===== config.mk =====
export PLATFORM = sky130hd
export DESIGN_NAME = ste_front_flat
export DESIGN_NICKNAME = d
export VERILOG_FILES = /design/src/rtl/core/ste_pkg.sv /design/src/rtl/core/ste_in_if.sv /design/src/rtl/core/ste_front.sv /design/src/flat_wrapper.sv
export SDC_FILE = /design/constraint.sdc
export NUM_CORES = 1
export LEC_CHECK = 0
export BUFFER_PORTS_ARGS = -buffer_cell sky130_fd_sc_hd__buf_2
export CAP_MARGIN = 20
export CORE_ASPECT_RATIO = 0.6
export CORE_MARGIN = 4
export CORE_UTILIZATION = 50
export DETAILED_ROUTE_END_ITERATION = 8
export PLACE_DENSITY = 0.71
export SKIP_CTS_REPAIR_TIMING = 1
export SLEW_MARGIN = 25
export SYNTH_ARGS = -nofsm -noshare
export SYNTH_HDL_FRONTEND = slang
export SYNTH_SLANG_ARGS = --single-unit

===== constraint.sdc =====
create_clock -name clk_i -period 3.6 [get_ports clk_i]
set_clock_uncertainty 0.15 [all_clocks]
set_input_delay 0.72 -clock clk_i [delete_from_list [all_inputs] [get_ports clk_i]]
set_output_delay 0.72 -clock clk_i [all_outputs]
set_load 0.02 [all_outputs]

===== src/rtl/core/ste_pkg.sv =====
`timescale 1ns / 1ps
`default_nettype none
// ----------------------------------------------------------------------------
// ste_pkg
// Shared types, widths and codes of the scope edge trigger search block.
// ----------------------------------------------------------------------------
package ste_pkg;

  // Default sizes of the sample ring
  localparam int unsigned DEF_BUF_DEPTH   = 2048;
  localparam int unsigned DEF_SAMPLE_BITS = 12;

  // Fixed field widths
  localparam int unsigned THR_W      = 12;
  localparam int unsigned FB_W       = 10;
  localparam int unsigned OUT_IDX_W  = 11;
  localparam int unsigned CFG_IDX_W  = 2;
  localparam int unsigned CFG_DATA_W = 12;

  // Register indexes
  localparam logic [CFG_IDX_W-1:0] CFG_THRESHOLD     = 2'd0;
  localparam logic [CFG_IDX_W-1:0] CFG_EDGE_FALLING  = 2'd1;
  localparam logic [CFG_IDX_W-1:0] CFG_FALLBACK_BACK = 2'd2;

  // Register reset values
  localparam logic [THR_W-1:0] RST_THRESHOLD     = 12'd2048;
  localparam logic             RST_EDGE_FALLING  = 1'b0;
  localparam logic [FB_W-1:0]  RST_FALLBACK_BACK = 10'd64;

  // Command queue between front and back
  localparam int unsigned QUEUE_DEPTH = 4;
  localparam int unsigned QP_W        = $clog2(QUEUE_DEPTH);
  localparam int unsigned QC_W        = $clog2(QUEUE_DEPTH + 1);

  typedef enum logic {
    OP_WRITE  = 1'b0,
    OP_SEARCH = 1'b1
  } op_e;

  typedef enum logic [1:0] {
    ST_IDLE,
    ST_SCAN,
    ST_FALLBACK,
    ST_EMIT
  } back_state_e;

  typedef struct packed {
    logic [THR_W-1:0] threshold;
    logic             edge_falling;
    logic [FB_W-1:0]  fallback_back;
  } cfg_t;

  // Head of the command queue, front to back
  typedef struct packed {
    logic valid;
    op_e  op;
  } q_head_t;

  // Back status, back to front
  typedef struct packed {
    logic pop;
    logic busy;
  } bk_stat_t;

endpackage
`default_nettype wire


===== src/rtl/core/ste_in_if.sv =====
`timescale 1ns / 1ps
`default_nettype none
// ----------------------------------------------------------------------------
// ste_in_if
// Input channel: one beat carries a command and a converter sample.
// ----------------------------------------------------------------------------
interface ste_in_if
  import ste_pkg::*;
#(
  parameter int unsigned SAMPLE_BITS = DEF_SAMPLE_BITS
) ();
  logic                   valid;
  logic                   ready;
  logic                   cmd;
  logic [SAMPLE_BITS-1:0] sample;

  modport source (output valid, output cmd, output sample, input ready);
  modport sink   (input valid, input cmd, input sample, output ready);
endinterface
`default_nettype wire


===== src/rtl/core/ste_front.sv =====
`timescale 1ns / 1ps
`default_nettype none
// ----------------------------------------------------------------------------
// ste_front
// Accepts input beats, decodes the command and queues them for the back.
// ----------------------------------------------------------------------------
module ste_front
  import ste_pkg::*;
#(
  parameter int unsigned SAMPLE_BITS = DEF_SAMPLE_BITS
) (
  input  wire logic                   clk_i,
  input  wire logic                   rst_ni,
  ste_in_if.sink                      in_ch,
  input  wire bk_stat_t               stat_i,
  output      q_head_t                head_o,
  output      logic [SAMPLE_BITS-1:0] head_sample_o
);

  op_e                    op_q [QUEUE_DEPTH];
  logic [SAMPLE_BITS-1:0] smp_q [QUEUE_DEPTH];
  logic [QP_W-1:0]        wr_ptr_q, wr_ptr_d;
  logic [QP_W-1:0]        rd_ptr_q, rd_ptr_d;
  logic [QC_W-1:0]        cnt_q, cnt_d;
  logic                   push;
  logic                   pop;
  op_e                    op_dec;

  // Decode the command of the incoming beat
  assign op_dec = (in_ch.cmd == 1'b1) ? OP_SEARCH : OP_WRITE;

  assign in_ch.ready = (cnt_q != QC_W'(QUEUE_DEPTH));
  assign push        = in_ch.valid & in_ch.ready;
  assign pop         = stat_i.pop & (cnt_q != '0);

  // Advance pointers and fill count
  always_comb begin
    wr_ptr_d = push ? wr_ptr_q + 1'b1 : wr_ptr_q;
    rd_ptr_d = pop ? rd_ptr_q + 1'b1 : rd_ptr_q;
    cnt_d    = cnt_q;
    if (push && !pop) begin
      cnt_d = cnt_q + 1'b1;
    end else if (pop && !push) begin
      cnt_d = cnt_q - 1'b1;
    end
  end

  always_ff @(posedge clk_i or negedge rst_ni) begin
    if (!rst_ni) begin
      wr_ptr_q <= '0;
      rd_ptr_q <= '0;
      cnt_q    <= '0;
    end else begin
      wr_ptr_q <= wr_ptr_d;
      rd_ptr_q <= rd_ptr_d;
      cnt_q    <= cnt_d;
    end
  end

  // Store the beat in the queue slot
  always_ff @(posedge clk_i) begin
    if (push) begin
      op_q[wr_ptr_q]  <= op_dec;
      smp_q[wr_ptr_q] <= in_ch.sample;
    end
  end

  assign head_o.valid  = (cnt_q != '0);
  assign head_o.op     = op_q[rd_ptr_q];
  assign head_sample_o = smp_q[rd_ptr_q];

endmodule
`default_nettype wire


===== src/flat_wrapper.sv =====
// flat-port wrapper written by rule: the top's interface ports become plain ports
module ste_front_flat import ste_pkg::*;
#(
  parameter int unsigned SAMPLE_BITS = DEF_SAMPLE_BITS
)
  (clk_i, rst_ni, stat_i, head_o, head_sample_o, in_ch_valid, in_ch_cmd, in_ch_sample, in_ch_ready);
  ste_in_if #(.SAMPLE_BITS(SAMPLE_BITS)) in_ch_i ();
  input  wire logic clk_i;
  input  wire logic rst_ni;
  input  wire bk_stat_t stat_i;
  output      q_head_t head_o;
  output      logic [SAMPLE_BITS-1:0] head_sample_o;
  input wire logic [$bits(in_ch_i.valid)-1:0] in_ch_valid;
  input wire logic [$bits(in_ch_i.cmd)-1:0] in_ch_cmd;
  input wire logic [$bits(in_ch_i.sample)-1:0] in_ch_sample;
  output wire logic [$bits(in_ch_i.ready)-1:0] in_ch_ready;
  assign in_ch_i.valid = in_ch_valid;
  assign in_ch_i.cmd = in_ch_cmd;
  assign in_ch_i.sample = in_ch_sample;
  assign in_ch_ready = in_ch_i.ready;
  ste_front #(.SAMPLE_BITS(SAMPLE_BITS)) u_core (.clk_i(clk_i), .rst_ni(rst_ni), .in_ch(in_ch_i), .stat_i(stat_i), .head_o(head_o), .head_sample_o(head_sample_o));
endmodule

=== Word level (Yosys, flattened, before mapping) ===
Memories as Yosys holds them, arrays and structs flattened.
Index checks and enable logic that the tools add are counted.
W data, S select, Z words.

* Register bits: 7
* RAM bits: 52
* Input port bits: 18
* Logic and storage cells: 23
* Memories: 2

* Add/sub/neg operators: 4
* Eq/ne operators: 1
* Multiplexer cells: 5
* Bitwise operators: 2
* Reduce and logical (&&, ||, !) cells: 6

{| class="wikitable"
|+ Memories
! name !! words !! width !! read ports !! clocked after memory_dff !! write ports !! RTL line !! RTL
|-
| u_core.smp_q || 4 || 12 || 1 || 0 || 1 || ste_front.sv:21 || <nowiki>logic [SAMPLE_BITS-1:0] smp_q [QUEUE_DEPTH];</nowiki>
|-
| u_core.op_q || 4 || 1 || 1 || 0 || 1 || ste_front.sv:20 || <nowiki>op_e op_q [QUEUE_DEPTH];</nowiki>
|}

{| class="wikitable"
|+ Operators with widths
! operator !! number
|-
| $mux W3 || 2
|-
| $add A2 B1 Y2 const B || 2
|-
| $add A3 B1 Y3 const B || 1
|-
| $mux W1 || 3
|-
| $ne A3 B3 Y1 const B || 1
|-
| $reduce_bool A3 Y1 || 1
|-
| $sub A3 B1 Y3 const B || 1
|-
| $and A1 B1 Y1 || 2
|-
| $logic_and A1 B1 Y1 || 2
|-
| $logic_not A1 Y1 || 2
|-
| $reduce_bool A2 Y1 || 1
|}

=== Logic depth before layout (Yosys ltp) ===
Gate-level depths: netlist of run 1.

* Depth after elaboration: 6
* Depth in mapped cells: 8
* Gate-level depth less buffers: 8

=== Least setup slack after synthesis of run 1 ===
OpenSTA, ideal clock, no wires.

* Kind: reg2reg
* Start: register u_core.cnt_q[0]
* End: register u_core.cnt_q[2]
* Data arrival time: 2.031 ns
* Slack: 1.340 ns
* Cell stages (with the launch flop): 9
* Path buffers: 0
* Cell sequence: dfrtp_1 -> or3_1 -> nand2_1 -> ha_1 -> inv_1 -> fa_1 -> xor2_1 -> nor2_1 -> xor2_1

{| class="wikitable"
|+ RTL lines
! item !! RTL line !! RTL
|-
| from (decl) || ste_front.sv:24 || <nowiki>logic [QC_W-1:0] cnt_q, cnt_d;</nowiki>
|-
| from (signal assigned) || ste_front.sv:56 || <nowiki>cnt_q <= cnt_d;</nowiki>
|}

=== Worst setup path in the final report of run 1 ===
* Start: register u_core.rd_ptr_q[0]
* End: output head_sample_o[3]

* Longest elaborated chain between the ends: 1

{| class="wikitable"
|+ Ends and longest elaborated chain
! item !! RTL line !! RTL
|-
| from (decl) || ste_front.sv:23 || <nowiki>logic [QP_W-1:0] rd_ptr_q, rd_ptr_d;</nowiki>
|-
| from (signal assigned) || ste_front.sv:55 || <nowiki>rd_ptr_q <= rd_ptr_d;</nowiki>
|-
| $mem_v2 Z4 W12 || -- ||
|-
| to (decl) || flat_wrapper.sv:12 || <nowiki>output logic [SAMPLE_BITS-1:0] head_sample_o;</nowiki>
|}

Every way passes these cells.

==> key figures, run 1 <==
Run status
  – Run status: finished clean

Synth
  – Synthesized instance count: 103
  – Cell taking the most area after synthesis: edfxtp_1
  – Syn_area_per_cell: around 22 µm²
  – Yosys top cell area share: 0.674
  – Commonest cells in the netlist: edfxtp_1, mux4_2, dfrtp_1, ha_1, mux4_1
  – Asr flop ratio synth: 0.119
  – Top FF cell, synth: edfxtp_1
  – Seq/Total Area, Yosys: 0.750
  – Post-synth EDFFs: 52
  – Most frequent cell after synthesis: edfxtp_1
  – Yosys Warn Count: 0
  – Yosys reg bits: 59
  – Area of the mapped netlist: about 0.0023 mm²
  – Synth area leaders: edfxtp_1, mux4_2, dfrtp_1, mux4_1, ha_1
  – Syn Nets: ~130
  – Distinct cells, synth: 19

Routing
  – First-pass iteration count of the detailed router: 4
  – DRC errors left: 0
  – Via count: approximately 1100
  – Final antenna-violating net count: 0
  – Final WL: 3570 µm
  – Via density: around 5.1
  – First-iteration detailed-routing DRC count: 35
  – Routed WL per cell: 17.2 µm

Power
  – NetSw: ~720 µW
  – Clock power share: 0.212
  – VDD IR max: approximately 0.00045 V
  – Sequential share of power: 0.471
  – Cell Pwr Density: just over 800 mW/mm²
  – Internal: 1.48 mW
  – Switching part of the total: 0.327
  – Logic pwr share: 0.316
  – Lkg Pwr: between 0.9 and 1 nW
  – Tot Pwr: between 2 and 2.5 mW

Critical path
  – CP delay by family, top: flip-flops
  – Crit path required time: 2.73 ns
  – Reg2Reg Launch Point: u_core.cnt_q[0]$_DFFE_PN0P_
  – Crit path buffers/inverters: 2
  – Startpoint Class: flop
  – Worst setup EP type: output pin
  – Crit-path max cell delay: 0.60 ns
  – Worst r2r path cells: 8
  – Crit path max-delay cell type: dfrtp_1
  – Critical path type: reg2out
  – Critical-path cell list: buf_4, mux4_1, buf_2
  – FF-to-FF End: u_core.cnt_q[2]$_DFFE_PN0P_
  – CP arrival: 1.96 ns
  – R2R Setup Slk: between 1 and 1.5 ns
  – Largest fanout on the critical path: 8

Timing
  – Tmin final: 2.83 ns
  – Endpoints failing setup: 0
  – Final TNS setup: 0 ns
  – Fmax: between 300 and 400 MHz
  – Actual slew at the worst max-slew pin: 0.706 ns
  – Period utilisation layout: 0.786
  – Max_slew headroom: 0.529
  – RSZ-0062 raised after global routing: no
  – Final Hold Fails: 0
  – Fin. max-slew vios: 0

Floorplan
  – Core Box Area: approximately 0.0043 mm²
  – Chip width: 95.9 µm
  – Die area: 0.00582 mm²
  – Row cnt: 18
  – I/O Pins: 33
  – Initial Utilization: 0.541
  – Die Ht: 60.7 µm

GRT
  – Antenna violations before repair: 0
  – Top Usage Layer GRT: met2
  – Vias in the first global route: 1115
  – Met1 GRT Util: 0.184
  – Met2 usage: 0.222
  – Tot GR Track Use: 0.143
  – First-pass GRT wire length: ~5600 µm
  – Largest net degree at the start of global routing: 15
  – Met3 usage: 0.0607
  – Grt ovf: 0

Clock network
  – Total clock buffers created by CTS: 9
  – Clock Sinks: 59
  – Clock transition at the registers of the reported paths: about 0.06 ns
  – Clk_lat worst skew: between 0.3 and 0.4 ns
  – Maximum clock path buffer count: 2
  – Root cell of the clock tree: clkbuf_8
  – H-Tree Depth: 3
  – CTS tree: done

Cells and area
  – Fin nets: between 150 and 200
  – # diodes: 0
  – Fillers: 310
  – Proportion of layout cells with a drive suffix above 1: 0.385
  – Area delta synth->final: 15.6%

Placed design
  – GPL Wtd Cong: around 0.74
  – Number of I/O port buffers: 31

Job
  – Max-cap violations: 0

Min path
  – Min-Delay Path Class: in2async
[power groups by stage]
stage / Clock (mW) / Sequential, mW / Combinational [mW]
after floorplan: 0 / 0.980 / 0.582
after global placement: 0 / 1.04 / 0.689
after detailed placement: 0 / 1.05 / 0.707
after CTS: 0.478 / 1.04 / 0.711
after global routing: 0.513 / 1.06 / 0.754
final: 0.465 / 1.03 / 0.694
[layout make-up]
class | instances | area (µm²) | share of cell area
timing repair buffer | 32 | 163 | 0.0608
clock buffer | 9 | 124 | 0.0463
clock inverter | 7 | 35.0 | 0.0131
multi-input combinational | 38 | 532 | 0.199
sequential | 59 | 1740 | 0.649
inverter | 3 | 11.3 | 0.00421
tap | 60 | 75.1 | 0.0281
[kinds of logic (layout without fill, tap and decap cells)]
group / count (synthesis) / in the layout / synth area share
and+or+nand+nor: 10 / 10 / 0.0222
xor gates and xnor gates: 6 / 6 / 0.0227
buffers and inverters: 6 / 51 / 0.0205
AOI/OAI and AO/OA: 1 / 1 / 0.00486
muxes: 15 / 15 / 0.144
adders and majority gates: 6 / 6 / 0.0357
DFF: 59 / 59 / 0.750
[worst reg2reg max path, cell delays in order, from the launching register on]
cell	delay, ns
dfrtp_1	0.43
or3_1	0.43
nand2_1	0.12
ha_1	0.20
inv_1	0.06
fa_1	0.38
xor2_1	0.15
nor2_1	0.12
xor2_1	0.15
[registers in the layout, indices dropped and copies added (netlist names)]
| name | count |
|---|---|
| u_core.op_q | 4 |
| u_core.cnt_q | 3 |
| u_core.rd_ptr_q | 2 |
| u_core.wr_ptr_q | 2 |
| u_core.smp_q | 48 |
[how the worst max path moves through the flow]
stage / start / end / cells past startpoint / slack [ns]
4_1_cts: u_core.rd_ptr_q[0]$_DFFE_PN0P_ / head_sample_o[3] / 3 / 0.71
5_1_grt: u_core.rd_ptr_q[0]$_DFFE_PN0P_ / head_sample_o[3] / 3 / 0.66
6_report: u_core.rd_ptr_q[0]$_DFFE_PN0P_ / head_sample_o[3] / 3 / 0.77
3_5_place_dp: u_core.rd_ptr_q[0]$_DFFE_PN0P_ / head_sample_o[3] / 3 / 1.07
3_3_place_gp: u_core.rd_ptr_q[0]$_DFFE_PN0P_ / head_sample_o[3] / 3 / 1.07
2_1_floorplan: u_core.cnt_q[0]$_DFFE_PN0P_ / u_core.cnt_q[2]$_DFFE_PN0P_ / 8 / 1.34
[cell usage in the layout (no fill, tap or decap), types with 2 or more instances in the layout]
master,instances
and2_1,4
buf_2,31
clkbuf_8,9
clkinv_1,2
clkinv_2,4
dfrtp_1,7
edfxtp_1,52
ha_1,5
inv_1,3
mux2_2,2
mux4_1,5
mux4_2,8
nand2_1,2
nor2_1,2
xnor2_1,4
xor2_1,2
[stage by stage]
stage / cells / utilization / cell area (µm²) / hold slack, ns / setup WS [ns]
4_1_cts: 208 / 0.625 / 2680 / 0.0659 / 0.713
2_1_floorplan: 103 / - / 2320 / 0.274 / 1.34
3_3_place_gp: 192 / 0.588 / 2520 / 0.360 / 1.07
6_report: 208 / 0.625 / 2680 / 0.0732 / 0.771
3_5_place_dp: 192 / 0.588 / 2520 / 0.383 / 1.07
5_1_grt: 208 / 0.625 / 2680 / 0.0672 / 0.656
[routing by layer]
layer,vias to the layer above,routed length [µm]
met3,6,193
met5,-,0
met1,539,1630
met2,28,1710
met4,0,43
li1,495,-
No activity file was read; power rests on OpenSTA's default activity.
==> inputs of run 2 (changes only) <==
==> constraint.sdc (replaced) <==
create_clock -name clk_i -period 2.66 [get_ports clk_i]
set_clock_uncertainty 0.15 [all_clocks]
set_input_delay 0.532 -clock clk_i [delete_from_list [all_inputs] [get_ports clk_i]]
set_output_delay 0.532 -clock clk_i [all_outputs]
set_load 0.02 [all_outputs]
==> run 2 against run 1 <==
Against the previous run:
- cell count is 2.4% higher
- count of clock-buffer cells in the layout rose by 2
- die area is the same
- sequential power is 36% higher
- critical path depth is the same
- flip-flop and latch count did not move
- global-route usage up 1.5 points
- wire length grew 12%
- clock power increased by 36%
- core utilization increased by 1.1 points
- first-iteration DRC count is 71% higher
- register-to-register slack got worse by 0.99 ns
- largest cell class unchanged
==> key figures, run 2 (synthesis results as in run 1) <==
GRT
  – Grt ovf: 0 (unchanged)
  – Tot GR Track Use: 0.159 (+0.0152)
  – Largest net degree at the start of global routing: 15 (unchanged)
  – Vias in the first global route: 1175 (+5.4%)
  – First-pass GRT wire length: 6130 µm (+8.6%)
  – Antenna violations before repair: 0 (unchanged)

Critical path
  – Worst r2r path cells: 8 (unchanged)
  – Reg2Reg Launch Point: u_core.cnt_q[0]$_DFFE_PN0P_
  – Startpoint Class: flop
  – Crit path required time: 1.98 ns (-0.75 ns)
  – Critical path type: reg2out
  – FF-to-FF End: u_core.cnt_q[2]$_DFFE_PN0P_
  – Largest fanout on the critical path: 11 (+3)
  – R2R Setup Slk: 0.35 ns (-0.99 ns)
  – Worst setup EP type: output pin
  – CP arrival: 1.82 ns (-0.14 ns)

Routing
  – First-pass iteration count of the detailed router: 4 (unchanged)
  – Via density: 5.30 (+3.1%)
  – Final antenna-violating net count: 0 (unchanged)
  – Met3 WL: 320 µm (+66%)
  – First-iteration detailed-routing DRC count: 60 (+71%)
  – DRC errors left: 0 (unchanged)
  – Routed WL per cell: 18.8 µm (+9.2%)
  – Max Used Layer: met4
  – Final WL: 4000 µm (+12%)
  – Via count: 1128 (+5.6%)
  – WL met1: 1650 µm (+1.4%)
  – Metal2 WL: 2000 µm (+17%)

Cells and area
  – Non-Filler Instances: 213 (+2.4%)
  – Most frequent cells in the layout: edfxtp_1, buf_2, clkbuf_8
  – Fin nets: 172 (+3.0%)
  – Final non-filler cell area: 0.00272 mm² (+1.7%)
  – # diodes: 0 (unchanged)
  – Proportion of layout cells with a drive suffix above 1: 0.373 (-0.0126)
  – Largest regs: u_core.smp_q: 48 flops, u_core.op_q: 4 flops, u_core.cnt_q: 3 flops
  – Max reg flops: 48 (unchanged)
  – Most common cell after layout, fill and taps aside: edfxtp_1
  – Area delta synth->final: 17.5%
  – Largest register by flop count: u_core.smp_q

Power
  – VDD IR max: 0.000651 V (+44%)
  – Sequential share of power: 0.458 (-0.013)
  – Switching part of the total: 0.331 (+0.00380)
  – Lkg Pwr: 1.00 nW (+2.4%)
  – Logic pwr share: 0.334 (+0.018)
  – Cell Pwr Density: 1120 mW/mm² (+37%)
  – Clock power share: 0.208 (-0.004)
  – NetSw: 1.01 mW (+41%)
  – Tot Pwr: 3.05 mW (+39%)
  – Internal: 2.04 mW (+38%)

Run status
  – Run status: finished clean

Timing
  – Final TNS setup: 0 ns (unchanged)
  – Tmin final: approximately 2.5 ns
  – Max_slew headroom: 0.544 (+0.0146)
  – Endpoints failing setup: 0 (unchanged)
  – Final Hold Fails: 0 (unchanged)
  – Actual slew at the worst max-slew pin: 0.684 ns (-0.0218 ns)
  – RSZ-0062 raised after global routing: no
  – Period utilisation layout: 0.940
  – Fmax: between 300 and 400 MHz
  – Post-layout worst setup margin: 0.160 ns (-0.611 ns)
  – Fin. max-slew vios: 0 (unchanged)

Clock network
  – H-Tree Depth: 3 (unchanged)
  – Clock Sinks: 59 (unchanged)
  – Root cell of the clock tree: clkbuf_8
  – Clock transition at the registers of the reported paths: 0.06 ns (about the same)
  – Total clock buffers created by CTS: 9 (unchanged)
  – Clk_lat worst skew: 0.33 ns (about the same)
  – CTS tree: done
  – Maximum clock path buffer count: 2 (unchanged)

Floorplan
  – Core Box Area: 0.00428 mm² (unchanged)
  – Die Ht: 60.7 µm (unchanged)
  – Initial Utilization: 0.541 (unchanged)
  – Die area: 0.00582 mm² (unchanged)
  – I/O Pins: 33 (unchanged)
  – Row cnt: 18 (unchanged)
  – Chip width: 95.9 µm (unchanged)

Placed design
  – Hpwl dp: 2590 µm
  – Pre-CTS setup slack: 0.392 ns (-0.681 ns)
  – GPL Wtd Cong: 0.711 (-3.9%)
  – Number of I/O port buffers: 31 (unchanged)
  – Placed Cells: 196 (+2.1%)
  – Placement-stage cell area: 0.00256 mm² (+1.7%)

Min path
  – Min-Delay Path Class: in2reg
  – Hold EP: u_core.smp_q[0][0]$_DFFE_PP_
  – Hold path cells: 1
  – HP Start: in_ch_sample[0]

Job
  – Max-cap violations: 0 (unchanged)
run 2: changes by cell type in the layout (fill, tap and decap cells not counted):
cell           delta
clkinvlp_4        -1
buf_4             +3
clkbuf_1          +2
clkinv_1          +2
clkinv_2          -3
buf_12            +1
dlygate4sd3_1     +1
run 2: worst max-delay path by stage:
stage / start / to / slack (ns)
floorplan: u_core.cnt_q[0]$_DFFE_PN0P_ / u_core.cnt_q[2]$_DFFE_PN0P_ / 0.40
global placement: u_core.cnt_q[0]$_DFFE_PN0P_ / u_core.cnt_q[2]$_DFFE_PN0P_ / 0.47
detailed placement: u_core.cnt_q[0]$_DFFE_PN0P_ / u_core.cnt_q[2]$_DFFE_PN0P_ / 0.39
CTS: u_core.rd_ptr_q[0]$_DFFE_PN0P_ / head_sample_o[11] / 0.13
global route: u_core.rd_ptr_q[0]$_DFFE_PN0P_ / head_sample_o[11] / 0.08
finish: u_core.rd_ptr_q[0]$_DFFE_PN0P_ / head_sample_o[11] / 0.16
run 2: cell type report:
| cell class | count | area [µm²] |
|---|---|---|
| Sequential cell | 59 | 1740 |
| Fill cell | 316 | 1560 |
| Multi-Input combinational cell | 38 | 532 |
| Timing Repair Buffer | 37 | 215 |
| Clock buffer | 11 | 131 |
| Tap cell | 60 | 75.1 |
| Clock inverter | 5 | 20.0 |
| Inverter | 3 | 11.3 |
run 2: power by group through the flow:
stage | logic, mW | registers [mW] | clock network (mW)
floorplan | 0.787 | 1.33 | 0
global placement | 0.991 | 1.39 | 0
detailed placement | 1.03 | 1.42 | 0
CTS | 1.03 | 1.40 | 0.652
global route | 1.10 | 1.42 | 0.692
finish | 1.02 | 1.40 | 0.634
run 2: stage by stage:
stage	hold slack [ns]	util
floorplan	0.0864	-
global placement	0.218	0.598
detailed placement	0.229	0.598
CTS	-0.128	0.634
global route	0.249	0.636
finish	0.270	0.636
run 2: critical path, cell delays in order, from the launching register on:
cell and delay, ns:
dfrtp_1 0.55, buf_12 0.21, mux4_1 0.55, buf_2 0.18
run 2: layer usage:
metal / vias to the layer above / GRT usage
met3: 2 / 0.0905
li1: 501 / -
met5: - / 0
met2: 43 / 0.254
met4: 0 / 0.0466
met1: 582 / 0.186
==> inputs of run 3 (changes only) <==
--- a/config.mk
+++ b/config.mk
@@ -5,13 +5,16 @@
 export SDC_FILE = /design/constraint.sdc
 export NUM_CORES = 1
 export LEC_CHECK = 0
+export ABC_AREA = 1
 export BUFFER_PORTS_ARGS = -buffer_cell sky130_fd_sc_hd__buf_2
 export CAP_MARGIN = 20
+export CELL_PAD_IN_SITES_DETAIL_PLACEMENT = 1
+export CELL_PAD_IN_SITES_GLOBAL_PLACEMENT = 1
 export CORE_ASPECT_RATIO = 0.6
 export CORE_MARGIN = 4
-export CORE_UTILIZATION = 50
+export CORE_UTILIZATION = 45
 export DETAILED_ROUTE_END_ITERATION = 8
-export PLACE_DENSITY = 0.71
+export PLACE_DENSITY_LB_ADDON = 0.1
 export SKIP_CTS_REPAIR_TIMING = 1
 export SLEW_MARGIN = 25
 export SYNTH_ARGS = -nofsm -noshare
==> run 3 against run 2 <==
Against the previous run:
- first-iteration DRC count unchanged
- flip-flop and latch count unchanged
- sequential share of layout area down 4.8 points
- count of clock-buffer cells in the layout down 2
- via count up 43%
- critical endpoint is now head_sample_o[3]
- highest routed layer unchanged
==> key figures, run 3 <==
Run status
  – Run status: finished clean

Routing
  – First-pass iteration count of the detailed router: 4 (unchanged)
  – Final antenna-violating net count: 0 (unchanged)
  – Via density: 5.00 (-5.5%)
  – Routed WL per cell: 16.4 µm (-13%)
  – Final WL: 5280 µm (+32%)
  – Via count: 1616 (+43%)
  – First-iteration detailed-routing DRC count: 60 (unchanged)
  – DRC errors left: 0 (unchanged)

Min path
  – HP Start: in_ch_sample[9]
  – Hold path cells: 1 (unchanged)
  – Hold EP: u_core.smp_q[3][9]$_DFFE_PP_
  – Min-Delay Path Class: in2reg

Floorplan
  – I/O Pins: 33 (unchanged)
  – Row cnt: 20 (+2)
  – Chip width: 105 µm (+9.2%)
  – Initial Utilization: 0.482 (-0.0589)
  – Die area: 0.00691 mm² (+19%)
  – Die Ht: 66.0 µm (+8.7%)
  – Core Box Area: 0.00523 mm² (+22%)

Critical path
  – CP arrival: 1.72 ns (-0.10 ns)
  – Crit path buffers/inverters: 3 (+1)
  – Crit path required time: 1.98 ns (about the same)
  – Largest fanout on the critical path: 34 (+23)
  – Crit path max-delay cell type: dfrtp_1
  – CP delay by family, top: buffers and inverters
  – Crit-path max cell delay: 0.42 ns (-0.13 ns)
  – Worst setup EP type: output pin
  – Critical-path cell list: inv_2, buf_12, nand2_1, o211ai_1, nand2_1, buf_2
  – Reg2Reg Launch Point: u_core.cnt_q[0]$_DFFE_PN0P_
  – Startpoint Class: flop
  – FF-to-FF End: u_core.cnt_q[2]$_DFFE_PN0P_
  – Worst r2r path cells: 11 (+3)
  – R2R Setup Slk: 0.47 ns (+0.12 ns)
  – Crit path top cell by count: nand2_1
  – Critical path type: reg2out

GRT
  – Largest net degree at the start of global routing: 35 (+20)
  – Grt ovf: 0 (unchanged)
  – Tot GR Track Use: 0.175 (+0.0167)
  – Vias in the first global route: 1783 (+52%)
  – First-pass GRT wire length: 8830 µm (+44%)
  – Antenna violations before repair: 0 (unchanged)

Timing
  – Final Hold Fails: 0 (unchanged)
  – Actual slew at the worst max-slew pin: 0.362 ns (-0.322 ns)
  – Final TNS setup: 0 ns (unchanged)
  – Tmin final: 2.40 ns (-0.102 ns)
  – RSZ-0062 raised after global routing: no
  – Endpoints failing setup: 0 (unchanged)
  – Period utilisation layout: 0.902 (-0.0382)
  – Max_slew headroom: 0.758 (+0.214)
  – Post-layout worst setup margin: 0.261 ns (+0.102 ns)
  – Fin. max-slew vios: 0 (unchanged)
  – Fmax: 417 MHz (+4.2%)

Placed design
  – Pre-CTS setup slack: 0.475 ns (+0.0829 ns)
  – Number of I/O port buffers: 31 (unchanged)
  – Hpwl dp: 3660 µm (+41%)
  – GPL Wtd Cong: 0.726 (+2.1%)

Cells and area
  – Max reg flops: 48 (unchanged)
  – Area delta synth->final: 16.6%
  – # diodes: 0 (unchanged)
  – Fin nets: 276 (+60%)
  – Proportion of layout cells with a drive suffix above 1: 0.202 (-0.170)
  – Most common cell after layout, fill and taps aside: nand2_1
  – Fillers: 555 (+76%)
  – Largest regs: u_core.smp_q: 48 flops, u_core.op_q: 4 flops, u_core.cnt_q: 3 flops
  – Most frequent cells in the layout: nand2_1, edfxtp_1, inv_1
  – Largest register by flop count: u_core.smp_q
  – Finished Core Util: 0.562 (-0.0738)

Synth
  – Post-synth EDFFs: 52 (unchanged)
  – Area of the mapped netlist: 0.00252 mm² (+8.9%)
  – Top FF cell, synth: edfxtp_1
  – Synthesized instance count: 211 (+100%)
  – Yosys Warn Count: 0 (unchanged)
  – Commonest cells in the netlist: nand2_1, edfxtp_1, inv_1, o211ai_1
  – Asr flop ratio synth: 0.119 (unchanged)
  – Yosys reg bits: 59 (unchanged)
  – Yosys top cell area share: 0.619 (-0.0552)
  – Synth area leaders: edfxtp_1, nand2_1, o211ai_1, dfrtp_1, inv_1
  – Syn_area_per_cell: 12.0 µm² (-47%)
  – Most frequent cell after synthesis: nand2_1
  – Cell taking the most area after synthesis: edfxtp_1
  – Distinct cells, synth: 17 (-2)
  – Syn Nets: 235 (+85%)
  – Seq/Total Area, Yosys: 0.688 (-0.0614)

Power
  – Cell Pwr Density: 1150 mW/mm² (+3.0%)
  – Lkg Pwr: 1.28 nW (+27%)
  – VDD IR max: 0.000600 V (-7.9%)

Clock network
  – Clk_lat worst skew: 0.32 ns (about the same)
  – H-Tree Depth: 3 (unchanged)
  – CTS tree: done
  – Maximum clock path buffer count: 2 (unchanged)
  – Total clock buffers created by CTS: 9 (unchanged)
  – Root cell of the clock tree: clkbuf_8
  – Clock transition at the registers of the reported paths: 0.06 ns (about the same)
  – Clock Sinks: 59 (unchanged)

Job
  – Max-cap violations: 0 (unchanged)
run 3: cell count changes in the layout (fill, tap and decap cells not counted), moves of 2 or more:
cell,before,now
mux4_1,5,0
mux4_2,8,0
and2_1,4,0
nand2_1,2,57
xor2_1,2,0
o211ai_1,0,26
nor2_1,2,4
xnor2_1,4,1
mux2_2,2,0
clkbuf_1,2,0
nand3_1,1,7
inv_2,0,2
inv_1,3,39
run 3: worst max path at each step:
stage	startpoint	to	slack, ns	depth (start not counted)
floorplan	u_core.cnt_q[0]$_DFFE_PN0P_	u_core.cnt_q[1]$_DFFE_PN0P_	0.60	9
global placement	u_core.cnt_q[0]$_DFFE_PN0P_	u_core.cnt_q[2]$_DFFE_PN0P_	0.62	11
global route	u_core.rd_ptr_q[0]$_DFFE_PN0P_	head_sample_o[3]	0.09	6
finish	u_core.rd_ptr_q[0]$_DFFE_PN0P_	head_sample_o[3]	0.26	6
CTS	u_core.rd_ptr_q[0]$_DFFE_PN0P_	head_sample_o[3]	0.22	6
detailed placement	u_core.cnt_q[0]$_DFFE_PN0P_	u_core.cnt_q[2]$_DFFE_PN0P_	0.47	11
run 3: metal layers:
layer  vias to the layer above  wire length, µm  part of all wire  GRT usage
met5                         -                0                 0          0
met4                         0               38            0.0072     0.0753
met3                         4              252             0.048     0.0488
met2                        35             2590              0.49      0.296
met1                       781             2400              0.45      0.215
li1                        796                -                 -          -
run 3: final cells by class:
cell class | count | area (µm²) | share of cell area
clock buffers | 9 | 124 | 0.0421
multi-input cells | 103 | 562 | 0.191
clock inverters | 7 | 58.8 | 0.0200
flip-flops and latches | 59 | 1740 | 0.591
well taps | 66 | 82.6 | 0.0281
inverters | 41 | 154 | 0.0523
repair buffers | 38 | 223 | 0.0757
run 3: logic make-up (layout without fill, tap and decap cells):
kind of cell | after synthesis | count (layout) | share of synthesized area
fa+ha+maj | 6 | 6 | 0.0327
simple gates | 69 | 69 | 0.107
flops | 59 | 59 | 0.688
buf+inv | 49 | 95 | 0.0888
xor+xnor | 1 | 1 | 0.00347
compound gates | 27 | 27 | 0.0794
run 3: power by group:
part           internal [mW]  switching (mW)
logic                  0.424           0.905
clock network          0.419           0.318
registers               1.24          0.0908
total                   2.08            1.31
run 3: per-stage QoR:
step | hold slack (ns) | cell area (µm²) | total power, mW | std cells
CTS | -0.125 | 2930 | 3.44 | 322
detailed placement | 0.238 | 2750 | 2.69 | 306
finish | 0.271 | 2940 | 3.39 | 323
global route | 0.255 | 2940 | 3.66 | 323
global placement | 0.224 | 2750 | 2.58 | 306
floorplan | 0.0864 | 2520 | 2.26 | 211
